### src/rtl/rfr_pkg.sv
// ----------------------------------------------------------------------------
// rfr_pkg: shared types and constants of the response frame receiver
// Parser phases, status codes, queue entry and result records, and the
// NAK code lookup.
// ----------------------------------------------------------------------------
package rfr_pkg;

  // queue between classifier and parser
  localparam int unsigned QDEPTH = 2;
  localparam int unsigned QAW    = $clog2(QDEPTH);
  localparam int unsigned QCW    = $clog2(QDEPTH + 1);

  localparam logic [7:0] ACK_RESET = 8'h06;

  // parser phase
  typedef enum logic [2:0] {
    PH_IDLE   = 3'd0,
    PH_NAKERR = 3'd1,
    PH_LEN    = 3'd2,
    PH_BODY   = 3'd3,
    PH_SUM    = 3'd4
  } phase_e;

  // end of frame status
  typedef enum logic [2:0] {
    ST_ACK     = 3'd0,
    ST_NAK     = 3'd1,
    ST_OK      = 3'd2,
    ST_EMPTY   = 3'd3,
    ST_CSUM    = 3'd4,
    ST_TIMEOUT = 3'd5
  } status_e;

  // result kind
  localparam logic KIND_BODY = 1'b0;
  localparam logic KIND_END  = 1'b1;

  // classified receive attempt
  typedef struct packed {
    logic [7:0] rx_byte;
    logic       timeout;
    logic       is_ack;
    logic       is_nak;
  } item_t;

  // one result
  typedef struct packed {
    logic       out_kind;
    logic [7:0] out_byte;
    logic [2:0] status;
    logic [7:0] response_code;
    logic [7:0] body_length;
    logic       last;
  } result_t;

  localparam int unsigned NAK_NUM = 13;
  localparam logic [7:0] NAK_CODES [NAK_NUM] = '{
    8'h80, 8'h90, 8'h91, 8'hbf, 8'hc0, 8'hc2, 8'hc3,
    8'hc8, 8'hcc, 8'hcd, 8'hd0, 8'hd2, 8'hd8
  };

  // true when the byte is one of the negative acknowledge codes
  function automatic logic is_nak_code(input logic [7:0] b);
    logic hit;
    hit = 1'b0;
    for (int i = 0; i < NAK_NUM; i++) begin
      if (NAK_CODES[i] == b) hit = 1'b1;
    end
    return hit;
  endfunction

endpackage

### src/rtl/response_frame_receiver_unit.sv
// ----------------------------------------------------------------------------
// response_frame_receiver_unit: response frame parser
// Parses ack, nak and length-prefixed frames from a received byte stream,
// passes body bytes through and closes each frame with a status.
//
// channel     direction  contents
// s_axis_*    in         tdata rx_byte, tuser timeout
// m_axis_*    out        tdata byte/status/code/length, tuser kind, tlast
// cfg_*       in         ack code write
//
// one receive attempt per cycle while the queue has room; the classifier is
// combinational, so an accepted transaction is written into the two-entry
// queue and, once at its head and not stalled, parsed into the output register
// reset returns the parser to idle and the ack code to 0x06
// a stalled output fills the queue, then drops s_axis_tready
// ----------------------------------------------------------------------------
module response_frame_receiver_unit (
  input  logic        clk_i,
  input  logic        rst_ni,
  input  logic        cfg_we_i,
  input  logic [7:0]  cfg_data_i,
  input  logic        s_axis_tvalid,
  output logic        s_axis_tready,
  input  logic [7:0]  s_axis_tdata,   // [7:0] rx_byte
  input  logic        s_axis_tuser,   // [0] timeout
  output logic        m_axis_tvalid,
  input  logic        m_axis_tready,
  output logic [31:0] m_axis_tdata,   // [7:0] out_byte, [10:8] status,
                                      // [18:11] response_code,
                                      // [26:19] body_length, [31:27] zero
  output logic        m_axis_tuser,   // [0] out_kind
  output logic        m_axis_tlast
);
  import rfr_pkg::*;

  logic    q_full;
  logic    q_empty;
  logic    push;
  logic    pop;
  item_t   push_item;
  item_t   head;
  result_t res;

  // classifier
  rfr_front u_front (
    .clk_i        (clk_i),
    .rst_ni       (rst_ni),
    .cfg_we_i     (cfg_we_i),
    .cfg_data_i   (cfg_data_i),
    .in_valid_i   (s_axis_tvalid),
    .in_byte_i    (s_axis_tdata),
    .in_timeout_i (s_axis_tuser),
    .q_full_i     (q_full),
    .in_ready_o   (s_axis_tready),
    .push_o       (push),
    .push_item_o  (push_item)
  );

  // decoupling queue
  rfr_queue u_queue (
    .clk_i       (clk_i),
    .rst_ni      (rst_ni),
    .push_i      (push),
    .push_item_i (push_item),
    .pop_i       (pop),
    .full_o      (q_full),
    .empty_o     (q_empty),
    .head_o      (head)
  );

  // parser
  rfr_parse u_parse (
    .clk_i       (clk_i),
    .rst_ni      (rst_ni),
    .q_empty_i   (q_empty),
    .head_i      (head),
    .pop_o       (pop),
    .out_ready_i (m_axis_tready),
    .out_valid_o (m_axis_tvalid),
    .out_res_o   (res)
  );

  // output packing
  assign m_axis_tdata = {5'd0, res.body_length, res.response_code, res.status, res.out_byte};
  assign m_axis_tuser = res.out_kind;
  assign m_axis_tlast = res.last;

endmodule

### src/rtl/rfr_front.sv
// ----------------------------------------------------------------------------
// rfr_front: input side classifier
// Accepts receive attempts and tags each byte as ack code or nak code
// before it enters the queue.
// ----------------------------------------------------------------------------
module rfr_front (
  input  logic            clk_i,
  input  logic            rst_ni,
  input  logic            cfg_we_i,
  input  logic [7:0]      cfg_data_i,
  input  logic            in_valid_i,
  input  logic [7:0]      in_byte_i,
  input  logic            in_timeout_i,
  input  logic            q_full_i,
  output logic            in_ready_o,
  output logic            push_o,
  output rfr_pkg::item_t  push_item_o
);
  import rfr_pkg::*;

  logic [7:0] ack_code_q;

  // acknowledge code register
  always_ff @(posedge clk_i or negedge rst_ni) begin
    if (!rst_ni) begin
      ack_code_q <= ACK_RESET;
    end else if (cfg_we_i) begin
      ack_code_q <= cfg_data_i;
    end
  end

  // accept whenever the queue has room
  assign in_ready_o = !q_full_i;
  assign push_o     = in_valid_i && !q_full_i;

  // classify the byte
  always_comb begin
    push_item_o.rx_byte = in_byte_i;
    push_item_o.timeout = in_timeout_i;
    push_item_o.is_ack  = (in_byte_i == ack_code_q);
    push_item_o.is_nak  = is_nak_code(in_byte_i);
  end

endmodule

### src/rtl/rfr_queue.sv
// ----------------------------------------------------------------------------
// rfr_queue: small queue of classified items
// Decouples the classifier from the parser so either can stall alone.
// ----------------------------------------------------------------------------
module rfr_queue (
  input  logic            clk_i,
  input  logic            rst_ni,
  input  logic            push_i,
  input  rfr_pkg::item_t  push_item_i,
  input  logic            pop_i,
  output logic            full_o,
  output logic            empty_o,
  output rfr_pkg::item_t  head_o
);
  import rfr_pkg::*;

  item_t          mem_q [QDEPTH];
  logic [QAW-1:0] wptr_q, wptr_d;
  logic [QAW-1:0] rptr_q, rptr_d;
  logic [QCW-1:0] cnt_q, cnt_d;

  assign full_o  = (cnt_q == QCW'(QDEPTH));
  assign empty_o = (cnt_q == '0);
  assign head_o  = mem_q[rptr_q];

  // pointer and count update
  always_comb begin
    wptr_d = wptr_q;
    rptr_d = rptr_q;
    cnt_d  = cnt_q;
    if (push_i) begin
      wptr_d = (wptr_q == QAW'(QDEPTH - 1)) ? '0 : wptr_q + 1'b1;
    end
    if (pop_i) begin
      rptr_d = (rptr_q == QAW'(QDEPTH - 1)) ? '0 : rptr_q + 1'b1;
    end
    if (push_i && !pop_i) begin
      cnt_d = cnt_q + 1'b1;
    end else if (pop_i && !push_i) begin
      cnt_d = cnt_q - 1'b1;
    end
  end

  always_ff @(posedge clk_i or negedge rst_ni) begin
    if (!rst_ni) begin
      wptr_q <= '0;
      rptr_q <= '0;
      cnt_q  <= '0;
    end else begin
      wptr_q <= wptr_d;
      rptr_q <= rptr_d;
      cnt_q  <= cnt_d;
    end
  end

  // storage
  always_ff @(posedge clk_i) begin
    if (push_i) begin
      mem_q[wptr_q] <= push_item_i;
    end
  end

endmodule

### src/rtl/rfr_parse.sv
// ----------------------------------------------------------------------------
// rfr_parse: frame parser and result register
// Walks the frame phases one item per cycle while not stalled, keeps the
// running sum and holds each result in an output register until taken.
// ----------------------------------------------------------------------------
module rfr_parse (
  input  logic              clk_i,
  input  logic              rst_ni,
  input  logic              q_empty_i,
  input  rfr_pkg::item_t    head_i,
  output logic              pop_o,
  input  logic              out_ready_i,
  output logic              out_valid_o,
  output rfr_pkg::result_t  out_res_o
);
  import rfr_pkg::*;

  phase_e     phase_q, phase_d;
  logic [7:0] code_q, code_d;
  logic [7:0] len_q, len_d;
  logic [7:0] left_q, left_d;
  logic [7:0] sum_q, sum_d;
  logic       out_vld_q, out_vld_d;
  result_t    res_q, res_d;

  logic       emit;
  result_t    res;
  logic [7:0] sum_add;
  logic [7:0] left_dec;

  // take an item when the result register is free or being drained
  assign pop_o    = !q_empty_i && (!out_vld_q || out_ready_i);
  assign sum_add  = sum_q + head_i.rx_byte;
  assign left_dec = left_q - 8'd1;

  // next phase
  always_comb begin
    phase_d = phase_q;
    if (pop_o) begin
      if (head_i.timeout) begin
        phase_d = PH_IDLE;
      end else begin
        unique case (phase_q)
          PH_NAKERR: phase_d = PH_IDLE;
          PH_LEN:    phase_d = (head_i.rx_byte == 8'd0) ? PH_SUM : PH_BODY;
          PH_BODY:   phase_d = (left_dec == 8'd0) ? PH_SUM : PH_BODY;
          PH_SUM:    phase_d = PH_IDLE;
          default: begin
            if (head_i.is_ack) begin
              phase_d = PH_IDLE;
            end else if (head_i.is_nak) begin
              phase_d = PH_NAKERR;
            end else begin
              phase_d = PH_LEN;
            end
          end
        endcase
      end
    end
  end

  // frame registers and result
  always_comb begin
    code_d = code_q;
    len_d  = len_q;
    left_d = left_q;
    sum_d  = sum_q;
    emit   = 1'b0;
    res    = '0;
    if (pop_o) begin
      if (head_i.timeout) begin
        emit              = 1'b1;
        res.out_kind      = KIND_END;
        res.status        = ST_TIMEOUT;
        res.last          = 1'b1;
        res.response_code = (phase_q inside {PH_NAKERR, PH_LEN, PH_BODY, PH_SUM})
                            ? code_q : 8'd0;
        res.body_length   = (phase_q inside {PH_BODY, PH_SUM}) ? len_q : 8'd0;
      end else begin
        unique case (phase_q)
          PH_NAKERR: begin
            emit              = 1'b1;
            res.out_kind      = KIND_END;
            res.out_byte      = head_i.rx_byte;
            res.status        = ST_NAK;
            res.response_code = code_q;
            res.last          = 1'b1;
          end
          PH_LEN: begin
            len_d  = head_i.rx_byte;
            left_d = head_i.rx_byte;
            sum_d  = sum_add;
          end
          PH_BODY: begin
            sum_d             = sum_add;
            left_d            = left_dec;
            emit              = 1'b1;
            res.out_kind      = KIND_BODY;
            res.out_byte      = head_i.rx_byte;
            res.response_code = code_q;
            res.body_length   = len_q;
          end
          PH_SUM: begin
            sum_d             = sum_add;
            emit              = 1'b1;
            res.out_kind      = KIND_END;
            res.response_code = code_q;
            res.last          = 1'b1;
            if (len_q == 8'd0) begin
              res.status = ST_EMPTY;
            end else begin
              res.status      = (sum_add == 8'd0) ? ST_OK : ST_CSUM;
              res.body_length = len_q;
            end
          end
          default: begin
            code_d = head_i.rx_byte;
            len_d  = 8'd0;
            left_d = 8'd0;
            if (head_i.is_ack) begin
              emit              = 1'b1;
              res.out_kind      = KIND_END;
              res.status        = ST_ACK;
              res.response_code = head_i.rx_byte;
              res.last          = 1'b1;
            end else if (!head_i.is_nak) begin
              sum_d = head_i.rx_byte;
            end
          end
        endcase
      end
    end
  end

  // result register update
  always_comb begin
    out_vld_d = out_vld_q;
    res_d     = res_q;
    if (out_vld_q && out_ready_i) begin
      out_vld_d = 1'b0;
    end
    if (emit) begin
      out_vld_d = 1'b1;
      res_d     = res;
    end
  end

  always_ff @(posedge clk_i or negedge rst_ni) begin
    if (!rst_ni) begin
      phase_q   <= PH_IDLE;
      code_q    <= '0;
      len_q     <= '0;
      left_q    <= '0;
      sum_q     <= '0;
      out_vld_q <= 1'b0;
    end else begin
      phase_q   <= phase_d;
      code_q    <= code_d;
      len_q     <= len_d;
      left_q    <= left_d;
      sum_q     <= sum_d;
      out_vld_q <= out_vld_d;
    end
  end

  always_ff @(posedge clk_i) begin
    res_q <= res_d;
  end

  assign out_valid_o = out_vld_q;
  assign out_res_o   = res_q;

endmodule

### config.mk
export PLATFORM = sky130hd
export DESIGN_NAME = response_frame_receiver_unit
export DESIGN_NICKNAME = d
export VERILOG_FILES = /design/src/rtl/rfr_pkg.sv /design/src/rtl/response_frame_receiver_unit.sv /design/src/rtl/rfr_front.sv /design/src/rtl/rfr_queue.sv /design/src/rtl/rfr_parse.sv
export SDC_FILE = /design/constraint.sdc
export NUM_CORES = 1
export LEC_CHECK = 0
export ABC_CLOCK_PERIOD_IN_PS = 5450
export BUFFER_PORTS_ARGS = -buffer_cell sky130_fd_sc_hd__clkbuf_2
export CAP_MARGIN = 20
export CORE_ASPECT_RATIO = 2
export CORE_MARGIN = 1
export CORE_UTILIZATION = 35
export DETAILED_ROUTE_END_ITERATION = 8
export PLACE_DENSITY = 0.53
export SYNTH_ARGS = -nofsm -noshare
export SYNTH_HDL_FRONTEND = slang
export SYNTH_SLANG_ARGS = --single-unit
### constraint.sdc
create_clock -name clk_i -period 5.45 [get_ports clk_i]
set_clock_uncertainty 0.1 [all_clocks]
set_input_delay 0.8175 -clock clk_i [delete_from_list [all_inputs] [get_ports clk_i]]
set_output_delay 0.8175 -clock clk_i [all_outputs]
set_load 0.005 [all_outputs]
==> reports/qor_table.md, run 1 <==
| Stage | Result | Reported |
|:---|:---|:---|
| clock tree | Post-CTS setup repair buffer count | 0 |
| place | Worst slack after detailed placement | 1.70 ns |
| timing | Ratio of final minimum period to clock period | 68.3% |
| place | Gp weighted congestion | 0.911 |
| synthesis | Top-count cell post-synth | sky130_fd_sc_hd__nor2_1 |
| synthesis | Number of distinct library cell variants in the gate-level netlist after synthesis | 60 |
| floorplan | Placeable Area | 13500 um2 |
| synthesis | Top_reg_cell synth | sky130_fd_sc_hd__edfxtp_1 |
| grt | Global-route wire length before repair | 18.2 mm |
| clock tree | CTS Buf Count | 9 |
| critical path | Worst path required time | 5.46 ns |
| critical path | Signal arrival time at the worst endpoint | 3.73 ns |
| grt | GRT Resource Usage Total | 16.7% |
| detailed routing | Number of DRC violations after detailed-routing iteration 0 | 220 |
| floorplan | Boundary Pins | 58 |
| synthesis | Number of flip-flops and latches in the synthesized netlist | 98 |
| timing | Total count of max-transition violations in the final report | 0 |
| clock tree | Clock transition time at the flip-flop clock pins of the worst setup and hold paths | 0.07 ns |
| finish | Final Non-Filler Cells | 651 |
| grt | Via count of the first global-routing pass | 3562 |
| critical path | Critical path fanouts, max | 18 |
| synthesis | Average cell area after synthesis | 11.1 um2 |
| detailed routing | Final antenna-violating net count | 0 |
| floorplan | Total Die Area | 14500 um2 |
| detailed routing | Final wirelength | 11.2 mm |
| clock tree | Post-cts sizing count | 0 |
| detailed routing | Residual DRC count | 0 |
| floorplan | Floorplan die width | 85.6 um |
| clock tree | CTS tree | built |
| worst hold path | Hold Crit Class | reg -> reg |
| finish | Share of layout cells above drive strength 1 | 19.4% |
| clock tree | Number of hold-repair buffers added at the cts stage | 0 |
| place | Port Buffers | 52 |
| critical path | Largest delay share family, worst path | flip-flops |
| critical path | Capturing element type of the critical path | register |
| detailed routing | Routed len/inst | 17.3 um |
| synthesis | Number of synthesized flops with an enable pin | 50 |
| detailed routing | Number of detailed-routing iterations run before antenna repair | 4 |
| synthesis | Cell types with the largest area share after synthesis | sky130_fd_sc_hd__edfxtp_1 (31%), sky130_fd_sc_hd__dfrtp_1 (24%), sky130_fd_sc_hd__nor2_1 (4.0%), sky130_fd_sc_hd__xnor2_1 (3.9%), sky130_fd_sc_hd__a21oi_1 (3.6%) |
| run status | Result of the run | complete, no violations |
| pwr | Static power due to leakage | 2.30 nW |
| worst hold path | Startpoint of the most critical hold path | u_parse.len_q[6]$_DFFE_PN0P_ |
| synthesis | Largest area contributor in the netlist | sky130_fd_sc_hd__edfxtp_1 |
| synthesis | Synth top area share | 30.7% |
| timing | Final worst setup slack | 1.73 ns |
| synthesis | Synthesized instance count | 443 |
| critical path | Number of buffer and inverter instances along the worst setup path | 1 |
| finish | Share of the core filled with cells in the final layout | 41.3% |
| timing | Headroom to the max-slew limit | 31.1% |
| critical path | Critical-path cell list | mux2i_1 -> inv_1 -> ha_1 -> fa_1 -> xor2_1 -> or3_1 -> nor3b_1 -> nand4_1 -> a22o_1 |
| finish | Antenna fix cells | 0 |
| critical path | Startpoint Class | register |
| timing | Pin slew with the least headroom to its limit | 1.03 ns |
| grt | Global route overflow | 0 |
| detailed routing | Total number of vias | 3410 |
| finish | Area added between synthesis and finish | 13.9% |
| timing | Highest Clock Rate | 269 MHz |
| timing | Unrepaired setup endpoints after global routing | false |
| timing | Total count of hold-check failures in the final report | 0 |
| critical path | R2R Path Start | u_queue.rptr_q$_DFFE_PN0P_ |
| timing | Final critical delay including setup and external delays | 3.72 ns |
| detailed routing | Routed via count divided by cell count | 5.24 |
| timing | Worst hold slack across all endpoints | 0.389 ns |
| grt | Pin count of the biggest net entering global routing | 49 |
| clock tree | Sinks on the clock net | 98 |
| pwr | Power Density | 623 nW/um2 |
| timing | Setup TNS | 0 ns |
| floorplan | Initial core utilization | 36.2% |
| synthesis | Synthesized cell area | 4900 um2 |
| place | Detailed placer's ending HPWL | 8.69 mm |
| run | Number of violations of the max-capacitance limit | 0 |
| pwr | Maximum VDD drop | 0.214 mV |
| critical path | Launching element of the worst setup path | u_queue.rptr_q$_DFFE_PN0P_ |
| critical path | Slowest cell delay on critical path | 0.83 ns |
| clock tree | Root Driver | sky130_fd_sc_hd__clkbuf_16 |
| synthesis | Post-synth ARST share | 49.0% |
| grt | Number of antenna violations at the first check in global routing | 0 |
| clock tree | # H-tree levels | 3 |
| clock tree | Maximum number of buffers from clock root to sink | 2 |
| critical path | Cell at the slowest stage of the critical path | sky130_fd_sc_hd__dfrtp_1 |
| timing | Final setup violation count | 0 |
| clock tree | Clock insertion delay at the later pin of the skew report | 0.35 ns |
| floorplan | Site Rows | 60 |
| synthesis | Sequential element share of the synthesized area | 55.3% |
| place | Number of cells after detailed placement | 635 |
| synthesis | Yosys warnings | 0 |
| finish | Fin nets | 524 |
| floorplan | Die span in y | 169 um |
| synthesis | Most frequent cells after synthesis | sky130_fd_sc_hd__nor2_1 (52), sky130_fd_sc_hd__edfxtp_1 (50), sky130_fd_sc_hd__dfrtp_1 (46) |
| critical path | Setup Crit Path Kind | reg -> reg |
[report_power, final]
part / switching [mW] / internal (mW) / total (mW)
combinational: 0.948 / 0.616 / 1.56
sequential: 0.168 / 1.13 / 1.30
clock: 0.296 / 0.318 / 0.614
[state kept, by name (all words and copies together), names as in the netlist]
signal,flops
u_parse.left_q,8
u_queue.rptr_q,1
u_parse.code_q,8
u_parse.len_q,8
u_queue.wptr_q,1
u_queue.cnt_q,2
u_queue.mem_q,22
u_parse.sum_q,8
u_parse.phase_q,3
u_parse.out_res_o,28
u_front.ack_code_q,8
u_parse.out_valid_o,1
[cell type report]
type / count / area [um2]
Clock buffer: 9 / 225
Clock inverter: 7 / 66.3
Fill cell: 1339 / 7940
Inverter: 19 / 71.3
Multi-Input combinational cell: 304 / 2000
Sequential cell: 98 / 2710
Tap cell: 155 / 194
Timing Repair Buffer: 59 / 313
[worst paths after layout]
check                                                            to  cells after the start  slack [ns]
min in group asynchronous             u_parse.code_q[6]$_DFFE_PN0P_                      2        0.48
worst min-delay path                   u_parse.len_q[6]$_DFFE_PN0P_                      2        0.39
worst min register to register         u_parse.len_q[6]$_DFFE_PN0P_                      2        0.39
max in group asynchronous                u_queue.rptr_q$_DFFE_PN0P_                      2        4.33
worst max register to register  u_parse.out_res_o[19]$_SDFFCE_PN0P_                      9        1.73
worst max-delay path            u_parse.out_res_o[19]$_SDFFCE_PN0P_                      9        1.73
[tightest hold or removal path: cells and delay by family (launching register included)]
family	cells	cell delay, ns
and+or+nand+nor	1	0.05
AOI/OAI and AO/OA	1	0.05
DFF	1	0.35
[through the flow]
| stage | power (mW) | area, um2 |
|---|---|---|
| 6_report | 3.47 | 5580 |
| 5_1_grt | 3.73 | 5580 |
| 3_3_place_gp | 2.87 | 5290 |
| 3_5_place_dp | 2.89 | 5290 |
| 2_1_floorplan | 2.39 | 4910 |
| 4_1_cts | 3.51 | 5580 |
[routing by layer]
layer	GRT usage (%)	up-vias	share of wire (%)
met2	32.8	74	57
met5	0	-	0
li1	-	1667	-
met4	7.54	0	3.4
met1	16.6	1650	36
met3	2.87	19	3.3
[cells in the final DEF, fill, tap and decap left out, types with 4 or more instances in the layout]
cell type / netlist / layout
sky130_fd_sc_hd__nor2_1: 52 / 52
sky130_fd_sc_hd__clkbuf_2: 0 / 52
sky130_fd_sc_hd__edfxtp_1: 50 / 50
sky130_fd_sc_hd__dfrtp_1: 46 / 46
sky130_fd_sc_hd__a21oi_1: 35 / 35
sky130_fd_sc_hd__nand2_1: 26 / 26
sky130_fd_sc_hd__xnor2_1: 22 / 22
sky130_fd_sc_hd__inv_1: 18 / 18
sky130_fd_sc_hd__mux2i_1: 12 / 12
sky130_fd_sc_hd__mux2_2: 11 / 11
sky130_fd_sc_hd__o31ai_1: 11 / 11
sky130_fd_sc_hd__nor3_1: 10 / 10
sky130_fd_sc_hd__o21ai_0: 10 / 10
sky130_fd_sc_hd__ha_1: 10 / 10
sky130_fd_sc_hd__nand2b_1: 9 / 9
sky130_fd_sc_hd__and2_1: 9 / 9
sky130_fd_sc_hd__clkbuf_16: 0 / 9
sky130_fd_sc_hd__a22oi_1: 8 / 8
sky130_fd_sc_hd__buf_4: 6 / 7
sky130_fd_sc_hd__nand4_1: 6 / 6
sky130_fd_sc_hd__nor4_1: 6 / 6
sky130_fd_sc_hd__a22o_1: 6 / 6
sky130_fd_sc_hd__conb_1: 1 / 5
sky130_fd_sc_hd__nor2b_1: 4 / 4
sky130_fd_sc_hd__nand3_1: 4 / 4
sky130_fd_sc_hd__xor2_1: 4 / 4
sky130_fd_sc_hd__clkinv_4: 0 / 4
[kinds of logic after synthesis]
family	Yosys count	share of synthesized area (%)
other	1	0.0766
XOR/XNOR	26	4.65
AO/OA/AOI/OAI	93	12.5
adder cells (fa/ha/maj)	11	2.96
AND/OR/NAND/NOR	143	14.3
multiplexers	26	5.75
flip-flops	98	55.3
buffers and inverters	45	4.45
(Power assumes the default switching activity.)
==> inputs of run 2 (changes only) <==
--- a/config.mk
+++ b/config.mk
@@ -5,14 +5,14 @@
 export SDC_FILE = /design/constraint.sdc
 export NUM_CORES = 1
 export LEC_CHECK = 0
-export ABC_CLOCK_PERIOD_IN_PS = 5450
+export ABC_CLOCK_PERIOD_IN_PS = 3350
 export BUFFER_PORTS_ARGS = -buffer_cell sky130_fd_sc_hd__clkbuf_2
 export CAP_MARGIN = 20
 export CORE_ASPECT_RATIO = 2
 export CORE_MARGIN = 1
 export CORE_UTILIZATION = 35
 export DETAILED_ROUTE_END_ITERATION = 8
-export PLACE_DENSITY = 0.53
+export PLACE_DENSITY = 0.55
 export SYNTH_ARGS = -nofsm -noshare
 export SYNTH_HDL_FRONTEND = slang
 export SYNTH_SLANG_ARGS = --single-unit
==> constraint.sdc (replaced) <==
create_clock -name clk_i -period 3.35 [get_ports clk_i]
set_clock_uncertainty 0.1 [all_clocks]
set_input_delay 0.5025 -clock clk_i [delete_from_list [all_inputs] [get_ports clk_i]]
set_output_delay 0.5025 -clock clk_i [all_outputs]
set_load 0.005 [all_outputs]
==> run 2 against run 1 <==
Compared with the run above: first-iteration DRC count is 21% lower; cell count is 1.2% higher; via count is 1.1% higher; sequential share of layout area is 0.57 points lower; hold slack worse by 0.21 ns; die area stayed put.
==> reports/qor_table.md, run 2 (same netlist as run 1, synthesis figures left out) <==
| Stage | Result | Reported | vs previous |
|:---|:---|:---|:---|
| timing | Total count of max-transition violations in the final report | 0 | unchanged |
| timing | Final setup violation count | 0 | unchanged |
| critical path | Startpoint Class | register |  |
| finish | Highest-count cells in the layout ignoring fill and taps | sky130_fd_sc_hd__nor2_1 (52), sky130_fd_sc_hd__clkbuf_2 (52), sky130_fd_sc_hd__edfxtp_1 (50) |  |
| timing | Unrepaired setup endpoints after global routing | false |  |
| floorplan | Die span in y | 169 um | unchanged |
| clock tree | CTS tree | built |  |
| detailed routing | Routed len/inst | 17.3 um | about the same |
| run | Number of violations of the max-capacitance limit | 0 | unchanged |
| critical path | Critical-path cell list | mux2i_1 -> inv_1 -> ha_1 -> fa_1 -> xor2_1 -> or3_1 -> nor3b_1 -> nand4_1 -> a22o_1 |  |
| finish | Area taken by flip-flops and latches | 2710 um2 | unchanged |
| timing | Headroom to the max-slew limit | 41.5% | +10 points |
| clock tree | Sinks on the clock net | 98 | unchanged |
| critical path | Signal arrival time at the worst endpoint | 3.02 ns | -0.71 ns |
| critical path | Crit. path cell count | 9 | unchanged |
| critical path | Worst path required time | 3.34 ns | -2.12 ns |
| clock tree | Clock transition time at the flip-flop clock pins of the worst setup and hold paths | 0.07 ns | about the same |
| clock tree | Post-CTS setup repair buffer count | 0 | unchanged |
| clock tree | Maximum number of buffers from clock root to sink | 2 | unchanged |
| critical path | Number of buffer and inverter instances along the worst setup path | 1 | unchanged |
| finish | Antenna fix cells | 0 | unchanged |
| floorplan | Floorplan die width | 85.6 um | unchanged |
| critical path | Setup Crit Path Kind | reg -> reg |  |
| place | Detailed placer's ending HPWL | 8.77 mm | +0.97% |
| pwr | Maximum VDD drop | 0.386 mV | +80% |
| detailed routing | Final wirelength | 11.4 mm | +1.2% |
| clock tree | CTS Buf Count | 9 | unchanged |
| timing | Total count of hold-check failures in the final report | 0 | unchanged |
| critical path | Slowest cell delay on critical path | 0.44 ns | -0.39 ns |
| timing | Ratio of final minimum period to clock period | 90.4% | +22 points |
| finish | Share of layout cells above drive strength 1 | 20.6% | +1.3 points |
| critical path | Launching element of the worst setup path | u_queue.rptr_q$_DFFE_PN0P_ |  |
| floorplan | Total Die Area | 14500 um2 | unchanged |
| place | Placed standard-cell area | 5340 um2 | +0.97% |
| pwr | Power Density | 1020 nW/um2 | +64% |
| critical path | Largest delay share family, worst path | simple AND/OR/NAND/NOR gates |  |
| worst hold path | Hold Crit Class | in -> async |  |
| finish | Area of the multi-input gates | 1990 um2 | -0.44% |
| timing | Pin slew with the least headroom to its limit | 0.875 ns | -0.151 ns |
| grt | Global route overflow | 0 | unchanged |
| clock tree | Number of hold-repair buffers added at the cts stage | 0 | unchanged |
| timing | Highest Clock Rate | 330 MHz | +23% |
| floorplan | Placeable Area | 13500 um2 | unchanged |
| critical path | Cell at the slowest stage of the critical path | sky130_fd_sc_hd__fa_1 |  |
| critical path | Register-to-Register Path Depth | 9 | unchanged |
| detailed routing | Number of detailed-routing iterations run before antenna repair | 4 | unchanged |
| detailed routing | Residual DRC count | 0 | unchanged |
| run status | Result of the run | complete, no violations |  |
| finish | Flip-flop count of the largest register after layout | 28 | unchanged |
| place | Gp weighted congestion | 0.843 | -7.5% |
| clock tree | Clock insertion delay at the later pin of the skew report | 0.34 ns | about the same |
| grt | Pin count of the biggest net entering global routing | 49 | unchanged |
| floorplan | Initial core utilization | 36.2% | unchanged |
| detailed routing | Number of DRC violations after detailed-routing iteration 0 | 173 | -21% |
| grt | GRT Resource Usage Total | 16.8% | +0.058 points |
| floorplan | Boundary Pins | 58 | unchanged |
| critical path | Critical path fanouts, max | 3 | -15 |
| finish | Fill cell instance count of the final layout | 1312 | -2.0% |
| detailed routing | Total number of vias | 3448 | +1.1% |
| clock tree | Root Driver | sky130_fd_sc_hd__clkbuf_16 |  |
| finish | Area added between synthesis and finish | 15.3% |  |
| pwr | Static power due to leakage | 2.34 nW | +2.1% |
| detailed routing | Routed via count divided by cell count | 5.23 | -0.11% |
| clock tree | Post-cts sizing count | 0 | unchanged |
| detailed routing | Final antenna-violating net count | 0 | unchanged |
| place | Port Buffers | 52 | unchanged |
| grt | Global-route wire length before repair | 18.2 mm | about the same |
| grt | Via count of the first global-routing pass | 3539 | -0.65% |
| timing | Final critical delay including setup and external delays | 3.03 ns | -0.696 ns |
| floorplan | Site Rows | 60 | unchanged |
| grt | Number of antenna violations at the first check in global routing | 0 | unchanged |
| clock tree | # H-tree levels | 3 | unchanged |
| critical path | R2R Path Start | u_queue.rptr_q$_DFFE_PN0P_ |  |
| finish | Fin nets | 532 | +1.5% |
| critical path | Capturing element type of the critical path | register |  |
| finish | Layout Cell Area excl Fill | 5640 um2 | +1.2% |
| timing | Setup TNS | 0 ns | unchanged |
==> run 2: worst reg2reg max path: cells and delay by family, from the launching register on <==
family	cells	cell delay, ns
AND/OR/NAND/NOR	3	0.75
flip-flops	1	0.39
multiplexers	1	0.27
AO/OA/AOI/OAI	1	0.24
XOR/XNOR	1	0.19
adder cells (fa/ha/maj)	2	0.69
buffers and inverters	1	0.14
==> run 2: power by group <==
part	total, mW	switching, mW	internal, mW	leakage [nW]
clock	1.05	0.446	0.606	0.152
sequential	2.09	0.257	1.83	1.07
combinational	2.62	1.57	1.05	1.12
==> run 2: through the flow <==
step / cells / utilization, % / power (mW) / hold WS [ns] / worst slack (ns)
after floorplan: 447 / - / 3.89 / 0.107 / 0.170
after global placement: 643 / 39.5 / 4.73 / 0.370 / 0.310
after detailed placement: 643 / 39.5 / 4.76 / 0.383 / 0.245
after CTS: 659 / 41.8 / 5.83 / 0.207 / 0.229
after global routing: 659 / 41.8 / 6.16 / 0.234 / 0.0978
final: 659 / 41.8 / 5.77 / 0.179 / 0.323
==> run 2: final cells by class <==
class | instances | share of cell area [%]
multi-input cells | 304 | 35.3
well taps | 155 | 3.44
flip-flops and latches | 98 | 47.9
inverters | 19 | 1.26
repair buffers | 67 | 6.61
clock buffers | 11 | 4.30
clock inverters | 5 | 1.13
==> run 2: routing by layer <==
layer / routed length (um) / vias up / GRT usage, %
met2: 6350 / 93 / 31.7
met4: 563 / 0 / 9.20
li1: - / 1684 / -
met5: 0 / - / 0
met3: 385 / 28 / 2.92
met1: 4070 / 1643 / 17.1
==> run 2: worst paths after layout <==
check | slack, ns | to
worst min register to register | 0.40 | u_queue.wptr_q$_DFFE_PN0P_
worst min-delay path | 0.18 | u_parse.sum_q[4]$_DFFE_PN0P_
worst max-delay path | 0.32 | u_parse.out_res_o[19]$_SDFFCE_PN0P_
min in group clk_i | 0.26 | u_queue.mem_q[1][2]$_DFFE_PP_
max in group asynchronous | 2.51 | u_parse.len_q[2]$_DFFE_PN0P_
worst max register to register | 0.32 | u_parse.out_res_o[19]$_SDFFCE_PN0P_
